## config.mk

```make
export PLATFORM = sky130hd
export DESIGN_NAME = chassis_power_limiter_core
export DESIGN_NICKNAME = d
export VERILOG_FILES = /design/src/rtl/clp_pkg.sv /design/src/rtl/clp_div.sv /design/src/rtl/clp_dp.sv /design/src/rtl/clp_ctrl.sv /design/src/rtl/chassis_power_limiter_core.sv
export VERILOG_INCLUDE_DIRS = /design/src /design/src/rtl
export SDC_FILE = /design/constraint.sdc
export NUM_CORES = 2
export LEC_CHECK = 0
export ABC_CLOCK_PERIOD_IN_PS = 7200
export CAP_MARGIN = 10
export CORE_MARGIN = 8
export CORE_UTILIZATION = 59
export CTS_CLUSTER_SIZE = 28
export DETAILED_ROUTE_END_ITERATION = 10
export DONT_BUFFER_PORTS = 1
export MAX_ROUTING_LAYER = met4
export PLACE_DENSITY = 0.87
export SYNTH_ARGS = -nofsm -noshare
export SYNTH_HDL_FRONTEND = slang
export SYNTH_SLANG_ARGS = --single-unit
```

## constraint.sdc

```tcl
create_clock -name clk -period 7.2 [get_ports clk]
set_input_delay 0.36 -clock clk [delete_from_list [all_inputs] [get_ports clk]]
set_output_delay 0.36 -clock clk [all_outputs]
set_load 0.01 [all_outputs]
```

## src/rtl/assert_macros.svh

```systemverilog
// ----------------------------------------------------------------------------
// assert_macros.svh
// Concurrent assertion wrappers on clk / arst_n.
// ----------------------------------------------------------------------------
`ifndef ASSERT_MACROS_SVH
`define ASSERT_MACROS_SVH

// check out of reset
`define CLP_ASSERT(lbl, prop, msg) \
	lbl: assert property (@(posedge clk) disable iff (!arst_n) prop) else $error(msg);

// check at every edge, reset included
`define CLP_ASSERT_ALWAYS(lbl, prop, msg) \
	lbl: assert property (@(posedge clk) prop) else $error(msg);

`endif

```

## src/rtl/clp_pkg.sv

```systemverilog
// ----------------------------------------------------------------------------
// clp_pkg
// Shared constants, register indexes and controller/datapath structs.
// ----------------------------------------------------------------------------
package clp_pkg;

	localparam int MAXD_W   = 18;
	localparam int WARN_W   = 12;
	localparam int ITL_W    = 16;
	localparam int ENERGY_W = 12;
	localparam int RUN_W    = 16;
	localparam int LIMIT_W  = 17;
	localparam int GAIN_W   = 16;
	localparam int QUO_W    = 17;
	localparam int CFG_IDX_W = 2;

	localparam logic [LIMIT_W-1:0] LIMIT_MAX = '1;
	localparam logic [RUN_W-1:0]   RUN_MAX   = '1;

	localparam logic [MAXD_W-1:0] MAXD_RST = 18'd40000;
	localparam logic [WARN_W-1:0] WARN_RST = 12'd672;
	localparam logic [ITL_W-1:0]  ITL_RST  = 16'd100;

	localparam logic [CFG_IDX_W-1:0] REG_MAX_TOTAL = 2'd0;
	localparam logic [CFG_IDX_W-1:0] REG_WARN      = 2'd1;
	localparam logic [CFG_IDX_W-1:0] REG_INV_LIMIT = 2'd2;

	localparam logic [1:0] MUL_RATIO = 2'd0;
	localparam logic [1:0] MUL_GAIN  = 2'd1;
	localparam logic [1:0] MUL_WHEEL = 2'd2;

	typedef struct packed {
		logic       capture;
		logic       prep;
		logic       div_start;
		logic       div_energy;
		logic       mul_en;
		logic [1:0] mul_sel;
		logic       set_limit;
		logic       check;
		logic       store_wheel;
		logic [1:0] wheel;
		logic       load_out;
	} cmd_t;

	typedef struct packed {
		logic need_ratio;
		logic scale;
		logic div_busy;
		logic div_done;
		logic out_free;
	} sts_t;

	function automatic logic [LIMIT_W-1:0] sat_limit(input logic [MAXD_W-1:0] v);
		return (v[MAXD_W-1:LIMIT_W] != '0) ? LIMIT_MAX : v[LIMIT_W-1:0];
	endfunction

endpackage

```

## src/rtl/clp_div.sv

```systemverilog
// ----------------------------------------------------------------------------
// clp_div
// Restoring divider, one quotient bit per cycle, fixed quotient width.
// Dividend must stay below divisor * 2^QUO_W.
// ----------------------------------------------------------------------------
module clp_div #(
	parameter int DVW = 34,
	parameter int DSW = 18
) (
	input  logic                      clk,
	input  logic                      arst_n,
	input  logic                      start,
	input  logic [DVW-1:0]            dividend,
	input  logic [DSW-1:0]            divisor,
	output logic [clp_pkg::QUO_W-1:0] quotient,
	output logic                      busy,
	output logic                      done
);
	localparam int QW = clp_pkg::QUO_W;
	localparam int CW = $clog2(QW + 1);

	logic [DSW-1:0] rem_q;
	logic [DSW-1:0] dsr_q;
	logic [QW-1:0]  lo_q;
	logic [QW-1:0]  quo_q;
	logic [CW-1:0]  cnt_q;
	logic           busy_q;
	logic           done_q;

	logic [DVW-1:0] hi_c;
	logic [DSW:0]   trial_c;
	logic [DSW:0]   diff_c;
	logic           ge_c;

	assign hi_c    = dividend >> QW;
	assign trial_c = {rem_q, lo_q[QW-1]};
	assign ge_c    = trial_c >= {1'b0, dsr_q};
	assign diff_c  = trial_c - {1'b0, dsr_q};

	always_ff @(posedge clk or negedge arst_n) begin
		if (!arst_n) begin
			busy_q <= 1'b0;
			done_q <= 1'b0;
			cnt_q  <= '0;
		end else begin
			done_q <= 1'b0;
			if (start) begin
				busy_q <= 1'b1;
				cnt_q  <= CW'(QW - 1);
			end else if (busy_q) begin
				if (cnt_q == '0) begin
					busy_q <= 1'b0;
					done_q <= 1'b1;
				end else begin
					cnt_q <= cnt_q - 1'b1;
				end
			end
		end
	end

	always_ff @(posedge clk) begin
		if (start) begin
			rem_q <= hi_c[DSW-1:0];
			dsr_q <= divisor;
			lo_q  <= dividend[QW-1:0];
			quo_q <= '0;
		end else if (busy_q) begin
			rem_q <= ge_c ? diff_c[DSW-1:0] : trial_c[DSW-1:0];
			lo_q  <= {lo_q[QW-2:0], 1'b0};
			quo_q <= {quo_q[QW-2:0], ge_c};
		end
	end

	assign quotient = quo_q;
	assign busy     = busy_q;
	assign done     = done_q;

endmodule

```

## src/rtl/clp_dp.sv

```systemverilog
// ----------------------------------------------------------------------------
// clp_dp
// Datapath: config registers, magnitudes and sum, limit state, shared
// multiplier, shared divider, result and output registers.
// ----------------------------------------------------------------------------
module clp_dp #(
	parameter int DRIVE_WIDTH = 16
) (
	input  logic                          clk,
	input  logic                          arst_n,
	input  clp_pkg::cmd_t                 cmd,
	output clp_pkg::sts_t                 sts,
	input  logic                          cfg_we,
	input  logic [clp_pkg::CFG_IDX_W-1:0] cfg_idx,
	input  logic [clp_pkg::MAXD_W-1:0]    cfg_data,
	input  logic [4*DRIVE_WIDTH-1:0]      drives,
	input  logic                          referee_valid,
	input  logic [clp_pkg::ENERGY_W-1:0]  buffer_energy,
	output logic [4*DRIVE_WIDTH-1:0]      limited,
	output logic                          was_scaled,
	output logic                          out_valid,
	input  logic                          out_ready
);
	localparam int DW   = DRIVE_WIDTH;
	localparam int SW   = DW + 2;
	localparam int MA   = (DW > clp_pkg::GAIN_W) ? DW : clp_pkg::GAIN_W;
	localparam int MB   = clp_pkg::MAXD_W;
	localparam int PW   = MA + MB;
	localparam int DSW  = (SW > clp_pkg::WARN_W) ? SW : clp_pkg::WARN_W;
	localparam int QX   = (DW > clp_pkg::QUO_W) ? DW : clp_pkg::QUO_W;
	localparam int CMPW = (SW > clp_pkg::LIMIT_W) ? SW : clp_pkg::LIMIT_W;
	localparam int GW   = clp_pkg::GAIN_W;

	logic [clp_pkg::MAXD_W-1:0]   max_q;
	logic [clp_pkg::WARN_W-1:0]   warn_q;
	logic [clp_pkg::ITL_W-1:0]    itl_q;
	logic [clp_pkg::RUN_W-1:0]    run_q;
	logic [clp_pkg::LIMIT_W-1:0]  limit_q;
	logic                         out_valid_q;

	logic [DW-1:0]                raw_q [4];
	logic [DW-1:0]                mag_q [4];
	logic [DW-1:0]                res_q [4];
	logic                         valid_q;
	logic [clp_pkg::ENERGY_W-1:0] energy_q;
	logic [SW-1:0]                sum_q;
	logic [PW-1:0]                prod_q;
	logic                         scaled_q;
	logic [4*DW-1:0]              out_data_q;
	logic                         out_scaled_q;

	logic [DW-1:0]                mag_c [4];
	logic [SW-1:0]                sum_c;
	logic [clp_pkg::RUN_W-1:0]    run_inc_c;
	logic                         energy_low_c;
	logic                         scale_c;
	logic [MA-1:0]                mul_a;
	logic [MB-1:0]                mul_b;
	logic [PW-1:0]                mul_p;
	logic [PW-1:0]                div_dvd;
	logic [DSW-1:0]               div_dsr;
	logic [clp_pkg::QUO_W-1:0]    div_quo;
	logic                         div_busy;
	logic                         div_done;
	logic [QX-1:0]                quo_x;
	logic [DW-1:0]                m_c;

	always_comb begin
		for (int i = 0; i < 4; i++) begin
			mag_c[i] = raw_q[i][DW-1] ? (DW'(0) - raw_q[i]) : raw_q[i];
		end
	end

	assign sum_c = SW'(mag_c[0]) + SW'(mag_c[1]) + SW'(mag_c[2]) + SW'(mag_c[3]);

	assign run_inc_c    = (run_q == clp_pkg::RUN_MAX) ? run_q : run_q + 1'b1;
	assign energy_low_c = energy_q < warn_q;
	assign scale_c      = CMPW'(sum_q) > CMPW'(limit_q);

	always_comb begin
		case (cmd.mul_sel)
			clp_pkg::MUL_RATIO: begin
				mul_a = MA'(div_quo[GW-1:0]);
				mul_b = MB'(div_quo[GW-1:0]);
			end
			clp_pkg::MUL_GAIN: begin
				mul_a = MA'(prod_q[2*GW-1:GW]);
				mul_b = max_q;
			end
			clp_pkg::MUL_WHEEL: begin
				mul_a = MA'(mag_q[cmd.wheel]);
				mul_b = MB'(limit_q);
			end
			default: begin
				mul_a = '0;
				mul_b = '0;
			end
		endcase
	end

	assign mul_p = mul_a * mul_b;

	assign div_dvd = cmd.div_energy ? PW'({energy_q, GW'(0)}) : prod_q;
	assign div_dsr = cmd.div_energy ? DSW'(warn_q) : DSW'(sum_q);

	clp_div #(
		.DVW(PW),
		.DSW(DSW)
	) u_div (
		.clk     (clk),
		.arst_n  (arst_n),
		.start   (cmd.div_start),
		.dividend(div_dvd),
		.divisor (div_dsr),
		.quotient(div_quo),
		.busy    (div_busy),
		.done    (div_done)
	);

	assign quo_x = QX'(div_quo);
	assign m_c   = quo_x[DW-1:0];

	always_ff @(posedge clk or negedge arst_n) begin
		if (!arst_n) begin
			max_q       <= clp_pkg::MAXD_RST;
			warn_q      <= clp_pkg::WARN_RST;
			itl_q       <= clp_pkg::ITL_RST;
			run_q       <= '0;
			limit_q     <= '0;
			out_valid_q <= 1'b0;
		end else begin
			if (cfg_we) begin
				case (cfg_idx)
					clp_pkg::REG_MAX_TOTAL: max_q  <= cfg_data;
					clp_pkg::REG_WARN:      warn_q <= cfg_data[clp_pkg::WARN_W-1:0];
					clp_pkg::REG_INV_LIMIT: itl_q  <= cfg_data[clp_pkg::ITL_W-1:0];
					default: ;
				endcase
			end
			if (cmd.prep) begin
				if (valid_q) begin
					run_q <= '0;
					if (!energy_low_c) begin
						limit_q <= clp_pkg::sat_limit(max_q);
					end
				end else begin
					run_q <= run_inc_c;
					if (run_inc_c > itl_q) begin
						limit_q <= clp_pkg::sat_limit(max_q >> 2);
					end
				end
			end
			if (cmd.set_limit) begin
				limit_q <= clp_pkg::sat_limit(prod_q[GW+clp_pkg::MAXD_W-1:GW]);
			end
			if (cmd.load_out) begin
				out_valid_q <= 1'b1;
			end else if (out_ready) begin
				out_valid_q <= 1'b0;
			end
		end
	end

	always_ff @(posedge clk) begin
		if (cmd.capture) begin
			for (int i = 0; i < 4; i++) begin
				raw_q[i] <= drives[i*DW +: DW];
			end
			valid_q  <= referee_valid;
			energy_q <= buffer_energy;
		end
		if (cmd.prep) begin
			for (int i = 0; i < 4; i++) begin
				mag_q[i] <= mag_c[i];
			end
			sum_q <= sum_c;
		end
		if (cmd.mul_en) begin
			prod_q <= mul_p;
		end
		if (cmd.check) begin
			scaled_q <= scale_c;
			if (!scale_c) begin
				for (int i = 0; i < 4; i++) begin
					res_q[i] <= raw_q[i];
				end
			end
		end
		if (cmd.store_wheel) begin
			res_q[cmd.wheel] <= raw_q[cmd.wheel][DW-1] ? (DW'(0) - m_c) : m_c;
		end
		if (cmd.load_out) begin
			for (int i = 0; i < 4; i++) begin
				out_data_q[i*DW +: DW] <= res_q[i];
			end
			out_scaled_q <= scaled_q;
		end
	end

	assign sts.need_ratio = valid_q & energy_low_c;
	assign sts.scale      = scale_c;
	assign sts.div_busy   = div_busy;
	assign sts.div_done   = div_done;
	assign sts.out_free   = !out_valid_q || out_ready;

	assign limited    = out_data_q;
	assign was_scaled = out_scaled_q;
	assign out_valid  = out_valid_q;

endmodule

```

## src/rtl/clp_ctrl.sv

```systemverilog
// ----------------------------------------------------------------------------
// clp_ctrl
// Sequencer: limit update, then per-wheel multiply and divide when the
// request exceeds the limit.
// ----------------------------------------------------------------------------
module clp_ctrl (
	input  logic          clk,
	input  logic          arst_n,
	input  logic          in_valid,
	output logic          in_ready,
	input  clp_pkg::sts_t sts,
	output clp_pkg::cmd_t cmd
);
	localparam logic [3:0] S_IDLE  = 4'd0;
	localparam logic [3:0] S_PREP  = 4'd1;
	localparam logic [3:0] S_EDIV  = 4'd2;
	localparam logic [3:0] S_EWAIT = 4'd3;
	localparam logic [3:0] S_MULG  = 4'd4;
	localparam logic [3:0] S_MULL  = 4'd5;
	localparam logic [3:0] S_SETL  = 4'd6;
	localparam logic [3:0] S_CHK   = 4'd7;
	localparam logic [3:0] S_MULW  = 4'd8;
	localparam logic [3:0] S_WDIV  = 4'd9;
	localparam logic [3:0] S_WWAIT = 4'd10;
	localparam logic [3:0] S_DONE  = 4'd11;

	logic [3:0] state_q;
	logic [3:0] state_d;
	logic [1:0] wheel_q;

	always_comb begin
		cmd       = '0;
		cmd.wheel = wheel_q;
		state_d   = state_q;
		case (state_q)
			S_IDLE: begin
				if (in_valid) begin
					cmd.capture = 1'b1;
					state_d     = S_PREP;
				end
			end
			S_PREP: begin
				cmd.prep = 1'b1;
				state_d  = sts.need_ratio ? S_EDIV : S_CHK;
			end
			S_EDIV: begin
				cmd.div_start  = 1'b1;
				cmd.div_energy = 1'b1;
				state_d        = S_EWAIT;
			end
			S_EWAIT: begin
				if (sts.div_done) begin
					state_d = S_MULG;
				end
			end
			S_MULG: begin
				cmd.mul_en  = 1'b1;
				cmd.mul_sel = clp_pkg::MUL_RATIO;
				state_d     = S_MULL;
			end
			S_MULL: begin
				cmd.mul_en  = 1'b1;
				cmd.mul_sel = clp_pkg::MUL_GAIN;
				state_d     = S_SETL;
			end
			S_SETL: begin
				cmd.set_limit = 1'b1;
				state_d       = S_CHK;
			end
			S_CHK: begin
				cmd.check = 1'b1;
				state_d   = sts.scale ? S_MULW : S_DONE;
			end
			S_MULW: begin
				cmd.mul_en  = 1'b1;
				cmd.mul_sel = clp_pkg::MUL_WHEEL;
				state_d     = S_WDIV;
			end
			S_WDIV: begin
				cmd.div_start = 1'b1;
				state_d       = S_WWAIT;
			end
			S_WWAIT: begin
				if (sts.div_done) begin
					cmd.store_wheel = 1'b1;
					state_d         = (wheel_q == '1) ? S_DONE : S_MULW;
				end
			end
			S_DONE: begin
				if (sts.out_free) begin
					cmd.load_out = 1'b1;
					state_d      = S_IDLE;
				end
			end
			default: begin
				state_d = S_IDLE;
			end
		endcase
	end

	always_ff @(posedge clk or negedge arst_n) begin
		if (!arst_n) begin
			state_q <= S_IDLE;
			wheel_q <= '0;
		end else begin
			state_q <= state_d;
			if (cmd.capture) begin
				wheel_q <= '0;
			end else if (cmd.store_wheel) begin
				wheel_q <= wheel_q + 1'b1;
			end
		end
	end

	assign in_ready = state_q == S_IDLE;

endmodule

```

## src/rtl/chassis_power_limiter_core.sv

```systemverilog
// ----------------------------------------------------------------------------
// chassis_power_limiter_core
// Power limiter for four wheel drive commands: energy-based total limit,
// proportional rescale of the commands when their magnitude sum exceeds it.
//
// channel   direction  handshake                    payload
// s_axis    in         s_axis_tvalid/s_axis_tready  tdata: 4 drives, energy; tuser: valid
// m_axis    out        m_axis_tvalid/m_axis_tready  tdata: 4 limited drives; tuser: scaled
// cfg       in         cfg_we                       cfg_idx, cfg_data
//
// One request at a time. The 17-step shared divider runs for the limit
// division when energy is below the warning level and once per wheel when
// rescaling. Reset clears state, the limit and the invalid counter; config
// returns to defaults. A stalled result waits in the output register; the
// next request is still taken and processed, and its result waits in S_DONE
// until the output register is free.
// ----------------------------------------------------------------------------
`include "assert_macros.svh"

module chassis_power_limiter_core #(
	parameter int DRIVE_WIDTH = 16
) (
	input  logic                          clk,
	input  logic                          arst_n,
	input  logic                          s_axis_tvalid,
	output logic                          s_axis_tready,
	// drive_front_left, drive_front_right, drive_rear_left, drive_rear_right,
	// buffer_energy, zero fill
	input  logic [((4*DRIVE_WIDTH+clp_pkg::ENERGY_W+7)/8)*8-1:0] s_axis_tdata,
	// referee_valid
	input  logic                          s_axis_tuser,
	output logic                          m_axis_tvalid,
	input  logic                          m_axis_tready,
	// limited_front_left, limited_front_right, limited_rear_left,
	// limited_rear_right, zero fill
	output logic [((4*DRIVE_WIDTH+7)/8)*8-1:0] m_axis_tdata,
	// was_scaled
	output logic                          m_axis_tuser,
	input  logic                          cfg_we,
	input  logic [clp_pkg::CFG_IDX_W-1:0] cfg_idx,
	input  logic [clp_pkg::MAXD_W-1:0]    cfg_data
);
	localparam int DW     = DRIVE_WIDTH;
	localparam int OUT_TW = ((4*DW + 7) / 8) * 8;

	clp_pkg::cmd_t   cmd;
	clp_pkg::sts_t   sts;
	logic [4*DW-1:0] limited;

	clp_ctrl u_ctrl (
		.clk     (clk),
		.arst_n  (arst_n),
		.in_valid(s_axis_tvalid),
		.in_ready(s_axis_tready),
		.sts     (sts),
		.cmd     (cmd)
	);

	clp_dp #(
		.DRIVE_WIDTH(DW)
	) u_dp (
		.clk          (clk),
		.arst_n       (arst_n),
		.cmd          (cmd),
		.sts          (sts),
		.cfg_we       (cfg_we),
		.cfg_idx      (cfg_idx),
		.cfg_data     (cfg_data),
		.drives       (s_axis_tdata[4*DW-1:0]),
		.referee_valid(s_axis_tuser),
		.buffer_energy(s_axis_tdata[4*DW +: clp_pkg::ENERGY_W]),
		.limited      (limited),
		.was_scaled   (m_axis_tuser),
		.out_valid    (m_axis_tvalid),
		.out_ready    (m_axis_tready)
	);

	assign m_axis_tdata = OUT_TW'(limited);

	`CLP_ASSERT(a_one_at_a_time, s_axis_tvalid && s_axis_tready |=> !s_axis_tready, "request taken while busy")
	`CLP_ASSERT(a_div_no_restart, cmd.div_start |-> !sts.div_busy, "divider restarted mid-run")
	`CLP_ASSERT(a_load_when_free, cmd.load_out |=> m_axis_tvalid, "result load lost")
	`CLP_ASSERT_ALWAYS(a_rst_no_out, !arst_n |-> !m_axis_tvalid, "result valid during reset")

endmodule

```

==> impl_metrics.toml <==
[status]
status = "complete, but fails checks"
failed_checks = "setup timing"

[power]
finalPower_mw = 21.59
max-vdd-ir-drop_mv = 0.7457
power_leakage_nw = 16.84
p_per_area_nw_per_um2 = 543.0

[logic_synthesis]
syn-cell-area_um2 = 33510
ys.flop_type = "edfxtp_1"
ys_warn_count = 0
synth.distinct_cells = 83
synthArstFlopShare_pct = 19.18
synth-seq-cells = 485
syn_inst = 3030
synth_edf_count = 375
synth_fp_nets = 3586
syn_avg_cell_area_um2 = 11.06
ys_seq_area_share_pct = 41.61

[sta]
fin_skew_ns = 0.04809
slew-limit-headroom_pct = 25.71
finalHoldViolCount = 0
tightest_slew_ns = 1.103
fin_ws_ns = -0.1153
setup_violations = 5
fin_crit_ns = 7.315
fmax_ghz = 0.1367
rsz0062_at_grt = "true"
finalCritPeriodShare_pct = 101.6
maxSlewViolCount = 0

[critical_path]
reg2reg_depth = 27
crit_type = "reg -> reg"
rrSetupSlack_ns = -0.12
startpoint = "u_ctrl.wheel_q[0]$_DFFE_PN0P_"
crit_fanout = 8
cp-start-kind = "flip-flop"
endpoint = "u_dp.prod_q[31]$_DFFE_PP_"
endpoint_kind = "flip-flop"
r2r_end = "u_dp.prod_q[31]$_DFFE_PP_"
r2r_start = "u_ctrl.wheel_q[0]$_DFFE_PN0P_"
cp.arrival_ns = 7.63
cp_data_required_time_ns = 7.51

[detailed_routing]
firstDrtPassIters = 8
vias = 25920
drtIter0Drc = 2913
wl_met1_mm = 35.40
wl_per_cell_um = 24.08
wl_mm = 99.77
drtAntennaViolNets = 0
met2_length_mm = 47.83
viasPerCell = 6.257
met3_length_mm = 9.413
highest_layer = "met4"
drc = 0

[global_route]
grt_pass1_wl_mm = 149.4
grt_max_degree = 94
grt_pass1_vias = 26500
gr-usage-all-layers_pct = 30.95
antenna_found_initial = 2
grt.overflow.total = 0

[clock_tree]
path_clk_slew_ns = 0.06
cts_sinks = 485
htreeDepth = 2
clockRootBuffer = "clkbuf_16"
clk_path_buf_depth = 3
tritoncts = "done"
cts_buffers = 50
clk_latency_ns = 0.62

[floorplan]
die_x_um = 254.3
die_area_um2 = 64670
rows = 87
io_pins = 173
initial_core_util_pct = 59.54
core_um2 = 56280
fp.dieH_um = 254.3

[finish]
register_area_um2 = 13940
drive_above_1_share_pct = 19.35
final_common_cell = "edfxtp_1"
multi_input_area_um2 = 18380
areaGrowthSynthToFinish_pct = 18.67
instances_no_fill = 4143
nets = 3899
final_cell_mix = "edfxtp_1 (375), inv_1 (344), nand2_1 (279)"
fillers = 3653

[placed_design]
port_buffers = 0
dpl.cell_count = 3903
gp_congestion = 1.023
dp_hpwl_mm = 70.73

[min_path]
hold_path_depth = 2
hold_path_class = "in -> reg"

[flow_run]
max_cap_viol_count = 0
worst max-delay path, stage by stage (launching register included):
cell and delay (ns):
dfrtp_2 0.41, buf_6 0.15, buf_6 0.10, buf_4 0.10
mux4_2 0.57, a221o_1 0.41, buf_12 0.17, nand2_4 0.06
fa_1 0.44, fa_1 0.50, fa_1 0.51, inv_1 0.06
fa_1 0.47, fa_1 0.51, inv_2 0.04, fa_1 0.52
inv_2 0.05, ha_4 0.24, a21oi_4 0.22, nor2_4 0.09
o31ai_4 0.17, a32oi_1 0.08, buf_4 0.18, a211oi_4 0.29
buf_6 0.16, a22o_4 0.16, mux2i_2 0.23, o311ai_1 0.12
cells in the mapped netlist (13+ instances only):
master	count	area share, %
nand4_1	16	0.30
inv_1	367	4.1
o21a_1	31	0.69
a21oi_1	108	1.6
nand2_1	287	3.2
or3_1	18	0.34
mux4_2	16	1.1
clkbuf_1	92	1.0
dfrtp_1	82	6.1
nand2b_1	32	0.60
nor2_1	275	3.1
a221o_1	30	0.90
nor3_1	42	0.63
xnor2_1	105	2.7
nand3_1	30	0.45
dfxtp_1	17	1.0
edfxtp_1	375	34
mux2i_1	48	1.4
nor2b_1	29	0.54
a22o_1	18	0.47
xor2_1	36	0.94
o21ai_0	105	1.6
and2_1	31	0.58
ha_1	209	7.8
fa_1	241	14
a22oi_1	13	0.29
mux2_2	102	3.4
o31ai_1	30	0.67
a221oi_1	19	0.50
a21o_1	31	0.69
state kept, by name, summed over array words and instances (netlist names), 18 cells and up:
signal,flops
m_axis_tdata,64
u_dp.mag_q,64
u_dp.raw_q,64
u_dp.res_q,64
u_dp.prod_q,34
u_dp.max_q,18
u_dp.sum_q,18
u_dp.u_div.dsr_q,18
u_dp.u_div.rem_q,18
worst min-delay path by stage:
stage                  start                       endpoint  slack, ns
2_1_floorplan         arst_n  u_ctrl.state_q[0]$_DFFE_PN0P_       0.06
3_3_place_gp          arst_n     u_dp.itl_q[13]$_DFFE_PN0P_       0.07
3_5_place_dp          arst_n     u_dp.itl_q[13]$_DFFE_PN0P_       0.07
4_1_cts        m_axis_tready     u_dp.out_valid$_DFFE_PN0P_       0.04
5_1_grt        m_axis_tready     u_dp.out_valid$_DFFE_PN0P_       0.07
6_report       m_axis_tready     u_dp.out_valid$_DFFE_PN0P_       0.06
metrics by stage:
stage	worst slack [ns]	util, %	area [µm²]	TNS [ns]	hold WS [ns]
final	-0.1153	70.66	39760	-0.2205	0.05797
after floorplan	0.01233	-	33640	0	0.06441
after CTS	-0.01683	69.77	39260	-0.01683	0.03931
after global routing	-0.2770	70.66	39760	-2.337	0.06901
after global placement	-0.1260	64.00	36020	-0.2157	0.06652
after detailed placement	-0.2592	64.00	36020	-1.009	0.06638
kinds of logic (layout without fill, tap and decap cells):
kind of cell	after synthesis	after routing	synth area share (%)
compound gates	479	479	9.761
xor+xnor	141	141	3.686
fa+ha+maj	450	450	22.20
buf+inv	483	837	5.534
flops	485	485	41.61
mux	166	166	5.937
other cells	0	2	0
simple gates	826	827	11.27
per-layer routing:
metal | GRT usage, % | vias up
met5 | - | -
met4 | 16.77 | 0
met3 | 6.205 | 481
met2 | 50.24 | 1562
met1 | 36.24 | 12780
li1 | - | 11100
report_power, final:
group          switching, mW  total [mW]  internal, mW  leakage, nW
combinational           7.85        13.9          6.06         11.3
sequential             0.708        5.05          4.34         4.73
clock                   1.15        2.63          1.48        0.797
repair_timing:
| action | CTS | global route |
|---|---|---|
| cloned | 1 | 3 |
| setup buffers | 24 | 20 |
| resized for setup | 90 | 87 |
| hold endpoints to repair | 216 | 0 |
| pin swaps | 60 | 97 |
| hold buffers | 97 | 0 |
| endpoints found under the setup margin | 9 | 16 |
area by class of cell:
class | instances | share of cell area (%)
multi-input cells | 2063 | 46.23
flip-flops and latches | 485 | 35.07
repair buffers | 374 | 8.669
inverters | 369 | 3.486
clock buffers | 65 | 3.395
well taps | 756 | 2.379
clock inverters | 29 | 0.7615
diodes | 2 | 0.01259
Note: power is estimated with default switching activity, not from simulation.
